**src/lpcio_pkg.sv**
```systemverilog
// shared types and constants of the legacy pc i/o core
package lpcio_pkg;

  // opcodes of an input item
  localparam logic [4:0] OP_RD_PIC1_MASK = 5'd0;
  localparam logic [4:0] OP_RD_PIC2_MASK = 5'd1;
  localparam logic [4:0] OP_RD_PIC1_PEND = 5'd2;
  localparam logic [4:0] OP_RD_PIC2_PEND = 5'd3;
  localparam logic [4:0] OP_RD_TIMER     = 5'd4;
  localparam logic [4:0] OP_RD_RTC       = 5'd5;
  localparam logic [4:0] OP_RD_PORTB     = 5'd6;
  localparam logic [4:0] OP_WR_PIC1_MASK = 5'd7;
  localparam logic [4:0] OP_WR_PIC2_MASK = 5'd8;
  localparam logic [4:0] OP_PIC1_ACK     = 5'd9;
  localparam logic [4:0] OP_WR_TIMER     = 5'd10;
  localparam logic [4:0] OP_WR_TCTRL     = 5'd11;
  localparam logic [4:0] OP_WR_RTC_INDEX = 5'd12;
  localparam logic [4:0] OP_WR_RTC_DATA  = 5'd13;
  localparam logic [4:0] OP_RAISE        = 5'd14;
  localparam logic [4:0] OP_CLEAR        = 5'd15;
  localparam logic [4:0] OP_PIT_TICK     = 5'd16;
  localparam logic [4:0] OP_RTC_TICK     = 5'd17;
  localparam logic [4:0] OP_IGNORE       = 5'd18;

  // timer counters
  localparam int unsigned NUM_COUNTERS = 3;
  localparam int unsigned SPKR_COUNTER = 2;
  localparam logic [1:0]  SEL_READBACK = 2'd3;
  localparam logic [1:0]  RW_LATCH     = 2'd0;
  localparam logic [1:0]  RW_LSB_MSB   = 2'd3;
  localparam logic [2:0]  MODE_INT     = 3'd0;
  localparam logic [2:0]  MODE_RATE    = 3'd2;
  localparam logic [2:0]  MODE_SQUARE  = 3'd3;
  localparam logic [7:0]  PORTB_OUT2   = 8'h20;

  // rtc registers
  localparam logic [3:0]  RTC_IDX_STATUS_A = 4'd10;
  localparam logic [3:0]  RTC_IDX_STATUS_B = 4'd11;
  localparam logic [7:0]  RTC_IDX_MAX      = 8'd13;
  localparam logic [7:0]  STATUS_A_RESET   = 8'h26;
  localparam logic [7:0]  STATUS_A_UIP     = 8'h80;
  localparam logic [7:0]  STATUS_B_RESET   = 8'h46;
  localparam logic [7:0]  STATUS_B_FREE    = 8'h48;
  localparam logic [7:0]  STATUS_B_FIXED   = 8'h06;
  localparam int unsigned STATUS_B_PIE     = 6;
  localparam logic [31:0] RTC_PERIOD_RESET = 32'd1024;

  // one input item
  typedef struct packed {
    logic [4:0] opcode;
    logic [1:0] counter_sel;
    logic [7:0] data;
  } in_item_t;

  // one result item
  typedef struct packed {
    logic [7:0] read_data;
    logic       pic_irq;
    logic       rtc_irq;
    logic       error;
  } out_item_t;

  // read byte and error flag a unit returns for one item
  typedef struct packed {
    logic [7:0] rd;
    logic       err;
  } unit_rsp_t;

  // per-counter control flags
  typedef struct packed {
    logic       wmsb;
    logic       rmsb;
    logic       latch;
    logic       out;
    logic [2:0] mode;
  } cnt_flags_t;

endpackage

```
**src/lpcio_pic.sv**
```systemverilog
// interrupt controller: pending byte, enable mask and level output
module lpcio_pic (
  input  logic                 clk,
  input  logic                 rst_n,
  input  logic                 go,
  input  lpcio_pkg::in_item_t  item,
  output lpcio_pkg::unit_rsp_t rsp,
  output logic                 irq
);
  import lpcio_pkg::*;

  logic [7:0] pending_r, pending_nxt;
  logic [7:0] enable_r, enable_nxt;
  logic [7:0] mask2_r, mask2_nxt;

  // decode one access
  always_comb begin
    pending_nxt = pending_r;
    enable_nxt  = enable_r;
    mask2_nxt   = mask2_r;
    rsp         = '0;
    case (item.opcode)
      OP_RD_PIC1_MASK: rsp.rd = ~enable_r;
      OP_RD_PIC2_MASK: rsp.rd = ~mask2_r;
      OP_RD_PIC1_PEND: rsp.rd = pending_r;
      OP_RD_PIC2_PEND: rsp.rd = 8'h00;
      OP_WR_PIC1_MASK: enable_nxt = ~item.data;
      OP_WR_PIC2_MASK: mask2_nxt = item.data;
      OP_PIC1_ACK: begin
        // codes 8..15 name no line
        if (!item.data[3]) pending_nxt = pending_r & ~(8'h01 << item.data[2:0]);
      end
      OP_RAISE: pending_nxt = pending_r | item.data;
      OP_CLEAR: pending_nxt = pending_r & ~item.data;
      default: ;
    endcase
  end

  // level line follows the updated state
  assign irq = |(pending_nxt & enable_nxt);

  always_ff @(posedge clk) begin
    if (!rst_n) begin
      pending_r <= '0;
      enable_r  <= '0;
      mask2_r   <= '0;
    end else if (go) begin
      pending_r <= pending_nxt;
      enable_r  <= enable_nxt;
      mask2_r   <= mask2_nxt;
    end
  end

endmodule

```
**src/lpcio_pit.sv**
```systemverilog
// three interval timer counters with latch and byte toggles
module lpcio_pit (
  input  logic                 clk,
  input  logic                 rst_n,
  input  logic                 go,
  input  lpcio_pkg::in_item_t  item,
  output lpcio_pkg::unit_rsp_t rsp
);
  import lpcio_pkg::*;

  logic [15:0] count_r [NUM_COUNTERS];
  logic [15:0] count_nxt [NUM_COUNTERS];
  logic [15:0] latched_r [NUM_COUNTERS];
  logic [15:0] latched_nxt [NUM_COUNTERS];
  logic [15:0] ticks_r [NUM_COUNTERS];
  logic [15:0] ticks_nxt [NUM_COUNTERS];
  cnt_flags_t  flags_r [NUM_COUNTERS];
  cnt_flags_t  flags_nxt [NUM_COUNTERS];

  logic [1:0]  ctl_sel;
  logic [1:0]  ctl_rw;
  logic [2:0]  ctl_mode;
  logic        mode_ok;
  logic [15:0] rd_word;
  logic [15:0] hi_count;

  // control word fields
  assign ctl_sel  = item.data[7:6];
  assign ctl_rw   = item.data[5:4];
  assign ctl_mode = item.data[3:1];
  assign mode_ok  = (ctl_mode == MODE_INT) || (ctl_mode == MODE_RATE) ||
                    (ctl_mode == MODE_SQUARE);

  // per-counter next state
  always_comb begin
    rsp      = '0;
    rd_word  = '0;
    hi_count = '0;
    for (int i = 0; i < NUM_COUNTERS; i++) begin
      count_nxt[i]   = count_r[i];
      latched_nxt[i] = latched_r[i];
      ticks_nxt[i]   = ticks_r[i];
      flags_nxt[i]   = flags_r[i];
    end
    case (item.opcode)
      OP_RD_TIMER: begin
        if (item.counter_sel == SEL_READBACK) begin
          rsp.err = 1'b1;
        end else begin
          for (int i = 0; i < NUM_COUNTERS; i++) begin
            if (item.counter_sel == 2'(i)) begin
              rd_word = flags_r[i].latch ? latched_r[i] : count_r[i];
              if (flags_r[i].rmsb) begin
                rsp.rd             = rd_word[15:8];
                flags_nxt[i].rmsb  = 1'b0;
                flags_nxt[i].latch = 1'b0;
              end else begin
                rsp.rd            = rd_word[7:0];
                flags_nxt[i].rmsb = 1'b1;
              end
            end
          end
        end
      end
      OP_RD_PORTB: begin
        rsp.rd = flags_r[SPKR_COUNTER].out ? PORTB_OUT2 : 8'h00;
      end
      OP_WR_TIMER: begin
        if (item.counter_sel == SEL_READBACK) begin
          rsp.err = 1'b1;
        end else begin
          for (int i = 0; i < NUM_COUNTERS; i++) begin
            if (item.counter_sel == 2'(i)) begin
              if (flags_r[i].wmsb) begin
                // msb completes the count and arms the counter if the count is nonzero
                hi_count          = {item.data, count_r[i][7:0]};
                count_nxt[i]      = hi_count;
                if (hi_count != 16'h0000) ticks_nxt[i] = hi_count;
                flags_nxt[i].wmsb = 1'b0;
              end else begin
                count_nxt[i]      = {count_r[i][15:8], item.data};
                ticks_nxt[i]      = '0;
                flags_nxt[i].out  = 1'b0;
                flags_nxt[i].wmsb = 1'b1;
              end
            end
          end
        end
      end
      OP_WR_TCTRL: begin
        if (ctl_sel == SEL_READBACK) begin
          rsp.err = 1'b1;
        end else if (ctl_rw == RW_LATCH) begin
          for (int i = 0; i < NUM_COUNTERS; i++) begin
            if (ctl_sel == 2'(i) && !flags_r[i].latch) begin
              flags_nxt[i].latch = 1'b1;
              flags_nxt[i].rmsb  = 1'b0;
              latched_nxt[i]     = count_r[i];
            end
          end
        end else if (ctl_rw != RW_LSB_MSB || !mode_ok || item.data[0]) begin
          rsp.err = 1'b1;
        end else begin
          for (int i = 0; i < NUM_COUNTERS; i++) begin
            if (ctl_sel == 2'(i)) flags_nxt[i].mode = ctl_mode;
          end
        end
      end
      OP_PIT_TICK: begin
        // only mode 0 raises the output at terminal count
        for (int i = 0; i < NUM_COUNTERS; i++) begin
          if (ticks_r[i] != 16'h0000) begin
            ticks_nxt[i] = ticks_r[i] - 16'd1;
            if (ticks_r[i] == 16'd1 && flags_r[i].mode == MODE_INT) begin
              flags_nxt[i].out = 1'b1;
            end
          end
        end
      end
      default: ;
    endcase
  end

  always_ff @(posedge clk) begin
    if (!rst_n) begin
      for (int i = 0; i < NUM_COUNTERS; i++) begin
        count_r[i]   <= '0;
        latched_r[i] <= '0;
        ticks_r[i]   <= '0;
        flags_r[i]   <= '0;
      end
    end else if (go) begin
      for (int i = 0; i < NUM_COUNTERS; i++) begin
        count_r[i]   <= count_nxt[i];
        latched_r[i] <= latched_nxt[i];
        ticks_r[i]   <= ticks_nxt[i];
        flags_r[i]   <= flags_nxt[i];
      end
    end
  end

endmodule

```
**src/lpcio_rtc.sv**
```systemverilog
// real-time clock: index, clock bytes, status a/b and periodic interrupt
module lpcio_rtc #(
  parameter int unsigned RTC_CLOCK_BYTES = 10
) (
  input  logic                 clk,
  input  logic                 rst_n,
  input  logic                 go,
  input  lpcio_pkg::in_item_t  item,
  input  logic [31:0]          period,
  output lpcio_pkg::unit_rsp_t rsp,
  output logic                 fired
);
  import lpcio_pkg::*;

  logic [3:0]  index_r, index_nxt;
  logic [7:0]  bytes_r [RTC_CLOCK_BYTES];
  logic [7:0]  bytes_nxt [RTC_CLOCK_BYTES];
  logic [7:0]  status_a_r, status_a_nxt;
  logic [7:0]  status_b_r, status_b_nxt;
  logic [31:0] divider_r, divider_nxt;
  logic [32:0] div_inc;
  logic        byte_hit;

  assign div_inc = {1'b0, divider_r} + 33'd1;

  always_comb begin
    index_nxt    = index_r;
    status_a_nxt = status_a_r;
    status_b_nxt = status_b_r;
    divider_nxt  = divider_r;
    for (int i = 0; i < RTC_CLOCK_BYTES; i++) bytes_nxt[i] = bytes_r[i];
    rsp      = '0;
    fired    = 1'b0;
    byte_hit = 1'b0;
    case (item.opcode)
      OP_WR_RTC_INDEX: begin
        if (item.data <= RTC_IDX_MAX) index_nxt = item.data[3:0];
        else rsp.err = 1'b1;
      end
      OP_RD_RTC: begin
        if (index_r < RTC_IDX_STATUS_A) begin
          // clock bytes beyond the implemented ones read zero
          for (int i = 0; i < RTC_CLOCK_BYTES; i++) begin
            if (index_r == 4'(i)) rsp.rd = bytes_r[i];
          end
        end else if (index_r == RTC_IDX_STATUS_A) begin
          // update-in-progress toggles before the value is returned
          status_a_nxt = status_a_r ^ STATUS_A_UIP;
          rsp.rd       = status_a_nxt;
        end else if (index_r == RTC_IDX_STATUS_B) begin
          rsp.rd = status_b_r;
        end
      end
      OP_WR_RTC_DATA: begin
        if (index_r < RTC_IDX_STATUS_A) begin
          for (int i = 0; i < RTC_CLOCK_BYTES; i++) begin
            if (index_r == 4'(i)) begin
              bytes_nxt[i] = item.data;
              byte_hit     = 1'b1;
            end
          end
          rsp.err = !byte_hit;
        end else if (index_r == RTC_IDX_STATUS_A) begin
          if (item.data != STATUS_A_RESET) rsp.err = 1'b1;
          else status_a_nxt = item.data;
        end else if (index_r == RTC_IDX_STATUS_B) begin
          if ((item.data & ~STATUS_B_FREE) != STATUS_B_FIXED) begin
            rsp.err = 1'b1;
          end else begin
            // toggling the periodic enable restarts the divider
            if (item.data[STATUS_B_PIE] != status_b_r[STATUS_B_PIE]) divider_nxt = '0;
            status_b_nxt = item.data;
          end
        end else begin
          rsp.err = 1'b1;
        end
      end
      OP_RTC_TICK: begin
        // a period of zero fires on every tick while the periodic enable is set
        if (status_b_r[STATUS_B_PIE]) begin
          if (div_inc >= {1'b0, period}) begin
            fired       = 1'b1;
            divider_nxt = '0;
          end else begin
            divider_nxt = div_inc[31:0];
          end
        end
      end
      default: ;
    endcase
  end

  always_ff @(posedge clk) begin
    if (!rst_n) begin
      index_r    <= '0;
      status_a_r <= STATUS_A_RESET;
      status_b_r <= STATUS_B_RESET;
      divider_r  <= '0;
      for (int i = 0; i < RTC_CLOCK_BYTES; i++) bytes_r[i] <= '0;
    end else if (go) begin
      index_r    <= index_nxt;
      status_a_r <= status_a_nxt;
      status_b_r <= status_b_nxt;
      divider_r  <= divider_nxt;
      for (int i = 0; i < RTC_CLOCK_BYTES; i++) bytes_r[i] <= bytes_nxt[i];
    end
  end

endmodule

```
**src/legacy_pc_pic_pit_rtc_ports_core.sv**
```systemverilog
// top level of the legacy pc i/o core: input stage, units and result stage
//
// Byte-port subset of a PC south bridge: an interrupt controller, three
// interval-timer counters and a real-time clock, driven by one bus access
// or event per item. The core takes one item every clock cycle while the
// input is not stalled. An accepted item sits in the input register, where
// every unit decodes it and updates its state, and its result is loaded
// into the output register, from which it is offered. The output register
// decouples the two sides: the input stalls only while both registers hold
// an item and the held result is stalled. The periodic rtc interval is set
// by cfg_wr_data (reset 1024 ticks); write it only while the core holds no
// item.
module legacy_pc_pic_pit_rtc_ports_core #(
  parameter int unsigned RTC_CLOCK_BYTES = 10
) (
  input  logic                 clk,
  input  logic                 rst_n,
  input  logic                 in_valid,
  output logic                 in_stall,
  input  lpcio_pkg::in_item_t  in_data,
  output logic                 out_valid,
  input  logic                 out_stall,
  output lpcio_pkg::out_item_t out_data,
  input  logic                 cfg_wr_en,
  input  logic [31:0]          cfg_wr_data
);
  import lpcio_pkg::*;

  in_item_t    in_item_r;
  logic        in_valid_r;
  out_item_t   out_item_r, out_item_nxt;
  logic        out_valid_r;
  logic [31:0] period_r;
  logic        go;
  logic        op_unknown;
  logic        any_err;
  logic        pic_irq;
  logic        rtc_fired;
  unit_rsp_t   pic_rsp, pit_rsp, rtc_rsp;

  // the held item proceeds when the result register is free or draining
  assign go       = in_valid_r && (!out_valid_r || !out_stall);
  assign in_stall = in_valid_r && !go;

  lpcio_pic u_pic (
    .clk   (clk),
    .rst_n (rst_n),
    .go    (go),
    .item  (in_item_r),
    .rsp   (pic_rsp),
    .irq   (pic_irq)
  );

  lpcio_pit u_pit (
    .clk   (clk),
    .rst_n (rst_n),
    .go    (go),
    .item  (in_item_r),
    .rsp   (pit_rsp)
  );

  lpcio_rtc #(
    .RTC_CLOCK_BYTES (RTC_CLOCK_BYTES)
  ) u_rtc (
    .clk    (clk),
    .rst_n  (rst_n),
    .go     (go),
    .item   (in_item_r),
    .period (period_r),
    .rsp    (rtc_rsp),
    .fired  (rtc_fired)
  );

  // merge unit responses
  assign op_unknown = in_item_r.opcode > OP_IGNORE;
  assign any_err    = op_unknown || pic_rsp.err || pit_rsp.err || rtc_rsp.err;

  always_comb begin
    out_item_nxt.read_data = any_err ? 8'h00 : (pic_rsp.rd | pit_rsp.rd | rtc_rsp.rd);
    out_item_nxt.pic_irq   = pic_irq;
    out_item_nxt.rtc_irq   = rtc_fired;
    out_item_nxt.error     = any_err;
  end

  // input stage
  always_ff @(posedge clk) begin
    if (!rst_n) begin
      in_valid_r <= 1'b0;
    end else if (in_valid && !in_stall) begin
      in_valid_r <= 1'b1;
    end else if (go) begin
      in_valid_r <= 1'b0;
    end
  end

  always_ff @(posedge clk) begin
    if (in_valid && !in_stall) in_item_r <= in_data;
  end

  // result stage
  always_ff @(posedge clk) begin
    if (!rst_n) begin
      out_valid_r <= 1'b0;
    end else if (go) begin
      out_valid_r <= 1'b1;
    end else if (!out_stall) begin
      out_valid_r <= 1'b0;
    end
  end

  always_ff @(posedge clk) begin
    if (go) out_item_r <= out_item_nxt;
  end

  // periodic interval register
  always_ff @(posedge clk) begin
    if (!rst_n) begin
      period_r <= RTC_PERIOD_RESET;
    end else if (cfg_wr_en) begin
      period_r <= cfg_wr_data;
    end
  end

  assign out_valid = out_valid_r;
  assign out_data  = out_item_r;

endmodule

```
**config.mk**
```make
export PLATFORM = sky130hd
export DESIGN_NAME = legacy_pc_pic_pit_rtc_ports_core
export DESIGN_NICKNAME = d
export VERILOG_FILES = /design/src/lpcio_pkg.sv /design/src/lpcio_pic.sv /design/src/lpcio_pit.sv /design/src/lpcio_rtc.sv /design/src/legacy_pc_pic_pit_rtc_ports_core.sv
export SDC_FILE = /design/constraint.sdc
export NUM_CORES = 1
export LEC_CHECK = 0
export BUFFER_PORTS_ARGS = -buffer_cell sky130_fd_sc_hd__clkbuf_2
export CAP_MARGIN = 20
export CORE_UTILIZATION = 30
export DETAILED_ROUTE_END_ITERATION = 8
export SLEW_MARGIN = 20
export SYNTH_ARGS = -nofsm -noshare
export SYNTH_HDL_FRONTEND = slang
export SYNTH_SLANG_ARGS = --single-unit
```
**constraint.sdc**
```tcl
create_clock -name clk -period 3.6 [get_ports clk]
set_input_delay 0.54 -clock clk [delete_from_list [all_inputs] [get_ports clk]]
set_output_delay 0.54 -clock clk [all_outputs]
set_load 0.02 [all_outputs]
```
After elaboration in Yosys (flattened, before gate mapping)

Memories as Yosys holds them, arrays and structs flattened.
Cells that the tools add are included.

Word-level logic and storage cells: 383
Memories: 5
Memory bits (writable): 245
Flip-flop bits (word level): 136

Memory list:

| memory          | depth | width | read ports | clocked after Yosys merged registers in | wr ports | RTL line        | text |
|---|---|---|---|---|---|---|---|
| u_rtc.bytes_r   | 10    | 8     | 10         | 0                                       | 10       | lpcio_rtc.sv:16 | `logic [7:0] bytes_r [RTC_CLOCK_BYTES];` |
| u_pit.count_r   | 3     | 16    | 3          | 0                                       | 3        | lpcio_pit.sv:11 | `logic [15:0] count_r [NUM_COUNTERS];` |
| u_pit.latched_r | 3     | 16    | 3          | 0                                       | 3        | lpcio_pit.sv:13 | `logic [15:0] latched_r [NUM_COUNTERS];` |
| u_pit.ticks_r   | 3     | 16    | 3          | 0                                       | 3        | lpcio_pit.sv:15 | `logic [15:0] ticks_r [NUM_COUNTERS];` |
| u_pit.flags_r   | 3     | 7     | 3          | 0                                       | 3        | lpcio_pit.sv:17 | `cnt_flags_t flags_r [NUM_COUNTERS];` |

Shift-type cells: 1
Reduce and logical (&&, ||, !) cells: 52
$add $sub $neg: 4
Muxes and demuxes: 208
Eq/ne operators: 53
Bitwise gates (word level): 38
Magnitude comparators: 4

Operators with widths:

| kind                    | number |
|---|---|
| $mux W16                | 33 |
| $mux W8                 | 48 |
| $mux W48                | 6 |
| $mux W32                | 7 |
| $mux W80                | 2 |
| $pmux W48 S2            | 1 |
| $reduce_bool A16 Y1     | 6 |
| $mux W1                 | 64 |
| $pmux W32 S2            | 1 |
| $eq A16 B1 Y1 const B   | 3 |
| $pmux W8 S3             | 2 |
| $sub A16 B1 Y16 const B | 3 |
| $mux W3                 | 15 |
| $eq A5 B4 Y1 const B    | 8 |
| $add A32 B1 Y33 const B | 1 |
| $ge A33 B32 Y1          | 1 |
| $not A8 Y8              | 4 |
| $pmux W8 S2             | 2 |
| $mux W2                 | 15 |
| $and A8 B8 Y8           | 3 |
| $or A8 B8 Y8            | 3 |
| $or A1 B1 Y1            | 22 |
| $mux W7                 | 3 |
| $eq A5 B3 Y1 const B    | 4 |
| 38 further kinds        | 103 |

Longest topological paths before layout

Depth after elaboration: 17
Gate-level depth with buffers: 15
Mapped depth without buffers: 12

Modules after synthesis

From an unflattened synthesis, not the netlist that was laid out.

Cells, all modules: 1534
Area, all modules: 17271.6 um^2

Modules (own cells, without submodules):

| module                           | area each (um^2) | instances | cells each |
|---|---|---|---|
| lpcio_rtc                        | 6919.1           | 1         | 649 |
| lpcio_pit                        | 6389.9           | 1         | 502 |
| legacy_pc_pic_pit_rtc_ports_core | 2245.9           | 1         | 159 |
| lpcio_pic                        | 1716.6           | 1         | 224 |

Worst setup path after synthesis

OpenSTA, ideal clock, no wires.

Kind: register -> register
Start point: register u_rtc.divider_r[4]
End point: register out_item_r (netlist bit out_data[1]), data pin
Arrival time: 3274 ps
Stages on the path, launching flop included: 16
Period minus slack after synthesis: 3533 ps
Setup time: 259 ps
Path buffers: 3
Setup slack: 67 ps
Cells stage by stage: dfxtp_1 -> clkbuf_2 -> and4_1 -> nand3_1 -> or2_2 -> nor2_1 -> xor2_1 -> ha_1 -> a211oi_1 -> nor2_1 -> or4b_1 -> o31ai_1 -> buf_2 -> and2_1 -> buf_2 -> a21oi_1

Cells in the longest elaborated chain, start to end: 3

RTL lines:

| element                | RTL line                                | text |
|---|---|---|
| start, declared        | lpcio_rtc.sv:20                         | `logic [31:0] divider_r, divider_nxt;` |
| start signal, assigned | lpcio_rtc.sv:104                        | `divider_r <= divider_nxt;` |
| $add A32 B1 Y33        | lpcio_rtc.sv:24                         | `assign div_inc = {1'b0, divider_r} + 33'd1;` |
| $ge A33 B32 Y1         | lpcio_rtc.sv:81                         | `if (div_inc >= {1'b0, period}) begin` |
| $mux W1                | lpcio_rtc.sv:81                         |  |
| end signal, assigned   | legacy_pc_pic_pit_rtc_ports_core.sv:112 | `if (go) out_item_r <= out_item_nxt;` |
| end, declared          | legacy_pc_pic_pit_rtc_ports_core.sv:31  | `out_item_t out_item_r, out_item_nxt;` |

No other way between the ends.
A chain may end at the register's enable or synchronous reset.

Final worst setup path

Start point: register u_rtc.divider_r[17]
End point: register u_rtc.divider_r[10]

Cells in the longest elaborated chain, start to end: 5

RTL lines:

| element         | RTL line        | text |
|---|---|---|
| $add A32 B1 Y33 | lpcio_rtc.sv:24 |  |
| $ge A33 B32 Y1  | lpcio_rtc.sv:81 |  |
| $mux W32        | lpcio_rtc.sv:81 |  |
| $mux W32        | lpcio_rtc.sv:80 | `if (status_b_r[STATUS_B_PIE]) begin` |
| $pmux W32 S2    | lpcio_rtc.sv:35 | `case (item.opcode)` |

No other way between the ends. The select of a mux whose other input is x is not followed.

==> results.md <==
Finish:
- Of the cells placed in the final design, the portion with a size suffix greater than 1 is 0.182.
- The number of nets in the final layout is 1630.
- The leading cell type in the layout, fill and taps excluded is edfxtp_1.
- The library cells used most frequently in the layout, excluding fill and tap cells, are 231 x edfxtp_1, 127 x nor2_1, 109 x nand2_1, 108 x dfxtp_1, 93 x and3_1.
- The count of cells in the finished layout, fillers not included, comes to 2266.
- The growth of design area from synthesis to finish is 16.4%.
- The number of diodes is 0.

CTS:
- The cell sitting at the root of the clock tree is a clkbuf_16.
- The clock sink count is 341.
- The H-tree was split into 2 levels.
- Clock-pin slew was measured on the worst setup and hold paths at 0.06 ns.
- TritonCTS created 37 clock buffers.
- In this run the deepest clock path goes through 3 buffers.
- The clock latency reported for the late side of the worst-skew pair is 0.53 ns.
- TritonCTS built the clock tree.

GRT:
- In the global route stage, overall resource usage came out at 0.153.
- The first global-routing pass estimated 68200 µm of wire.
- After global routing the overflow that remains totals 0.
- Entering global routing, the biggest net connects 92 pins.
- The via count of the first global-routing pass is 12100.
- The initial antenna violation count came to 2.

Logic synthesis:
- The total of warnings raised by yosys is 0.
- The area of the mapped netlist is 16500 µm².
- The prevailing post-synth register cell is edfxtp_1.
- After synthesis the netlist holds a flip-flop and latch count of 341.
- The gate count of the mapped netlist is 1450.
- Of the synthesized area, sequential elements account for 0.554.
- For this run, asynchronously set or reset flops after synthesis account for 0.
- The post-synthesis area per instance is 11.4 µm².
- The number of different library cells in the post-synthesis netlist is 74.
- The synthesized design contains 231 enable-type register cells.
- The net count after synthesis is 1537.

Floorplan:
- From bottom edge to top edge, the die measures 237 µm.
- The effective utilization at floorplan is 0.305.
- After floorplanning, the core was divided into 85 placement rows.
- The die covers 56000 µm².
- The die is 237 µm wide.
- The I/O pin total is 65.
- The total core area is 54100 µm².

Critical path:
- Data on the critical path is required at its endpoint by 4.06 ns.
- The sort of element at the end of the critical path is a flip-flop.
- The critical path start-end classification is reg -> reg.
- The kind of start point of the critical path is a flip-flop.
- The critical path arrival is 3.95 ns.
- The largest fanout on the critical path is 6.

Power and ir drop:
- The leakage power total is 0.00747 µW.
- The total power of the final layout is 8840 µW.
- VDD sags by at most 0.366 mV.
- The ratio of total power to cell area is 460 nW/µm².

Timing:
- The tightest slew margin relative to the limit is 0.278.
- The period utilization is 0.969.
- For the pin with the worst max-slew slack, the measured transition is 1.08 ns.
- The final count of hold timing violations came to 0.
- The number of slew-limit violations in the final report is 0.
- The final setup violation count is 0.
- For this run, the top clock speed supported by timing is 287 MHz.
- The minimum clock period after layout is 3.49 ns.
- The largest clock skew in the final design is 0.0179 ns.
- Setup repair after global routing could not meet its margin everywhere.

Detailed routing:
- For this run, design rule violations remaining after detail routing come to 0.
- The post-detailed-route wirelength per cell is 19.1 µm.
- Once detail routing completed, the nets flagged for antenna violations numbered 0.
- After detailed routing, the number of vias per cell comes to 5.26.
- Summed over all layers, the routed wires come to 43300 µm.
- The first detailed-routing pass took 5 iterations.
- After the first detailed-routing iteration, the DRC count stood at 916.
- The detailed router placed 11900 vias in this run.

Run:
- The count of max-cap constraint violations is 0.

Placed design:
- The detailed-placement wirelength estimate is 29700 µm.
- After detailed placement, the design holds a cell count of 2198.
- The global placement routability congestion is 0.852.
- The count of buffers added on input and output ports is 64.

Run status:
- The run finished with clean final reports.

Hold path:
- The path class of the tightest hold or removal check is in -> reg.
## kinds of logic (layout without fill, tap and decap cells)
family                     after synthesis  after routing  share of synthesized area
AOI/OAI and AO/OA                      236            236                      0.101
xor gates and xnor gates                43             43                     0.0228
adders and majority gates               35             35                     0.0265
buffers and inverters                  151            271                     0.0373
DFF                                    341            341                      0.554
muxes                                   98             98                     0.0859
and+or+nand+nor                        546            546                      0.173
## critical path: stages, from the launching register on
cell and delay (ns):
dfxtp_1 0.34, and4_4 0.25, nand4_1 0.15, or2_2 0.34, nor2_1 0.12, xor2_1 0.23
ha_1 0.29, a211oi_2 0.19, nor2_1 0.07, or4b_1 0.53, o31ai_1 0.24, buf_4 0.19
and2_4 0.19, buf_4 0.13, a32o_1 0.16
## stage by stage
step	area (µm²)	worst slack, ns	TNS (ns)	util	hold slack, ns
floorplan	16500	0.0666	0	-	0.411
global placement	18000	0.0514	0	0.332	0.424
detailed placement	18000	-0.109	-0.509	0.332	0.428
CTS	19200	0.0249	0	0.354	0.172
global route	19200	-0.00150	-0.00150	0.355	0.175
finish	19200	0.113	0	0.355	0.192
## path summary, 6_finish.rpt
check	slack, ns	depth (start not counted)	startpoint	endpoint
setup reg to reg	0.11	14	u_rtc.divider_r[17]	u_rtc.divider_r[10]
hold reg to reg	0.44	1	u_rtc.status_a_r[2]	u_rtc.status_a_r[2]
setup / recovery	0.11	14	u_rtc.divider_r[17]	u_rtc.divider_r[10]
hold / removal	0.19	1	in_data[5]	in_item_r[5]
## synthesized netlist by cell type (all sizes together), types with 4 or more instances
library cell	number	share of area
a211oi	16	0.0073
a21oi	43	0.013
a221o	7	0.0042
a221oi	10	0.0064
a22o	16	0.0085
a22oi	16	0.0073
a31oi	5	0.0019
a32o	8	0.0049
and2	38	0.015
and3	94	0.036
and4	6	0.0032
buf	29	0.0094
clkbuf	69	0.016
dfxtp	110	0.13
edfxtp	231	0.42
ha	35	0.027
inv	51	0.012
mux2	10	0.0068
mux2i	54	0.033
mux4	34	0.046
nand2	109	0.025
nand2b	17	0.0064
nand3	29	0.0091
nand3b	5	0.0023
nand4	26	0.0099
nor2	129	0.029
nor2b	20	0.0076
nor3	27	0.0092
nor3b	5	0.0023
nor4	13	0.0049
nor4b	4	0.0029
o211ai	11	0.0050
o21a	5	0.0023
o21ai	50	0.015
o221ai	5	0.0027
o2bb2ai	8	0.0042
o31ai	9	0.0041
or2	11	0.0042
or3	4	0.0015
xnor2	30	0.016
xor2	13	0.0069
## sequential cells by signal (all words and copies together), names as in the netlist
signal	flops
u_pit.flags_r	13
out_data	11
u_pit.count_r	48
u_pic.enable_r	8
period_r	32
u_rtc.bytes_r	80
in_valid_r	1
u_rtc.divider_r	32
u_pic.mask2_r	8
u_rtc.status_a_r	8
u_rtc.index_r	4
u_rtc.status_b_r	8
u_pit.latched_r	48
u_pit.ticks_r	16
u_pic.pending_r	8
out_valid	1
in_item_r	15
## area by class of cell
class | instances | area (µm²)
flip-flops and latches | 341 | 9140
fillers | 5256 | 34900
repair buffers | 152 | 1010
inverters | 53 | 199
clock inverters | 19 | 171
multi-input cells | 958 | 6810
well taps | 696 | 871
clock buffers | 47 | 1030
## metal layers
layer | vias up | routed length, µm | track usage
met3 | 74 | 2400 | 0.0274
met4 | 4 | 986 | 0.0441
met2 | 345 | 20100 | 0.247
li1 | 5600 | - | -
met1 | 5898 | 19800 | 0.209
met5 | - | 35 | 0
## timing repair
item                                    CTS  global route
hold buffers                              0             0
pin swaps                                 0             5
endpoints found under the setup margin   24            33
gates resized for setup                   3            12
hold endpoints to repair                  0             0
setup buffers                             2             0
gates cloned                              0             0
## power breakdown
group | internal (µW) | switching (µW) | total, µW | leakage [µW]
Combinational | 227 | 364 | 591 | 0.00363
Clock | 2240 | 1560 | 3790 | 0.000592
Sequential | 4350 | 106 | 4450 | 0.00325
Note: power is estimated with default switching activity, not from simulation.
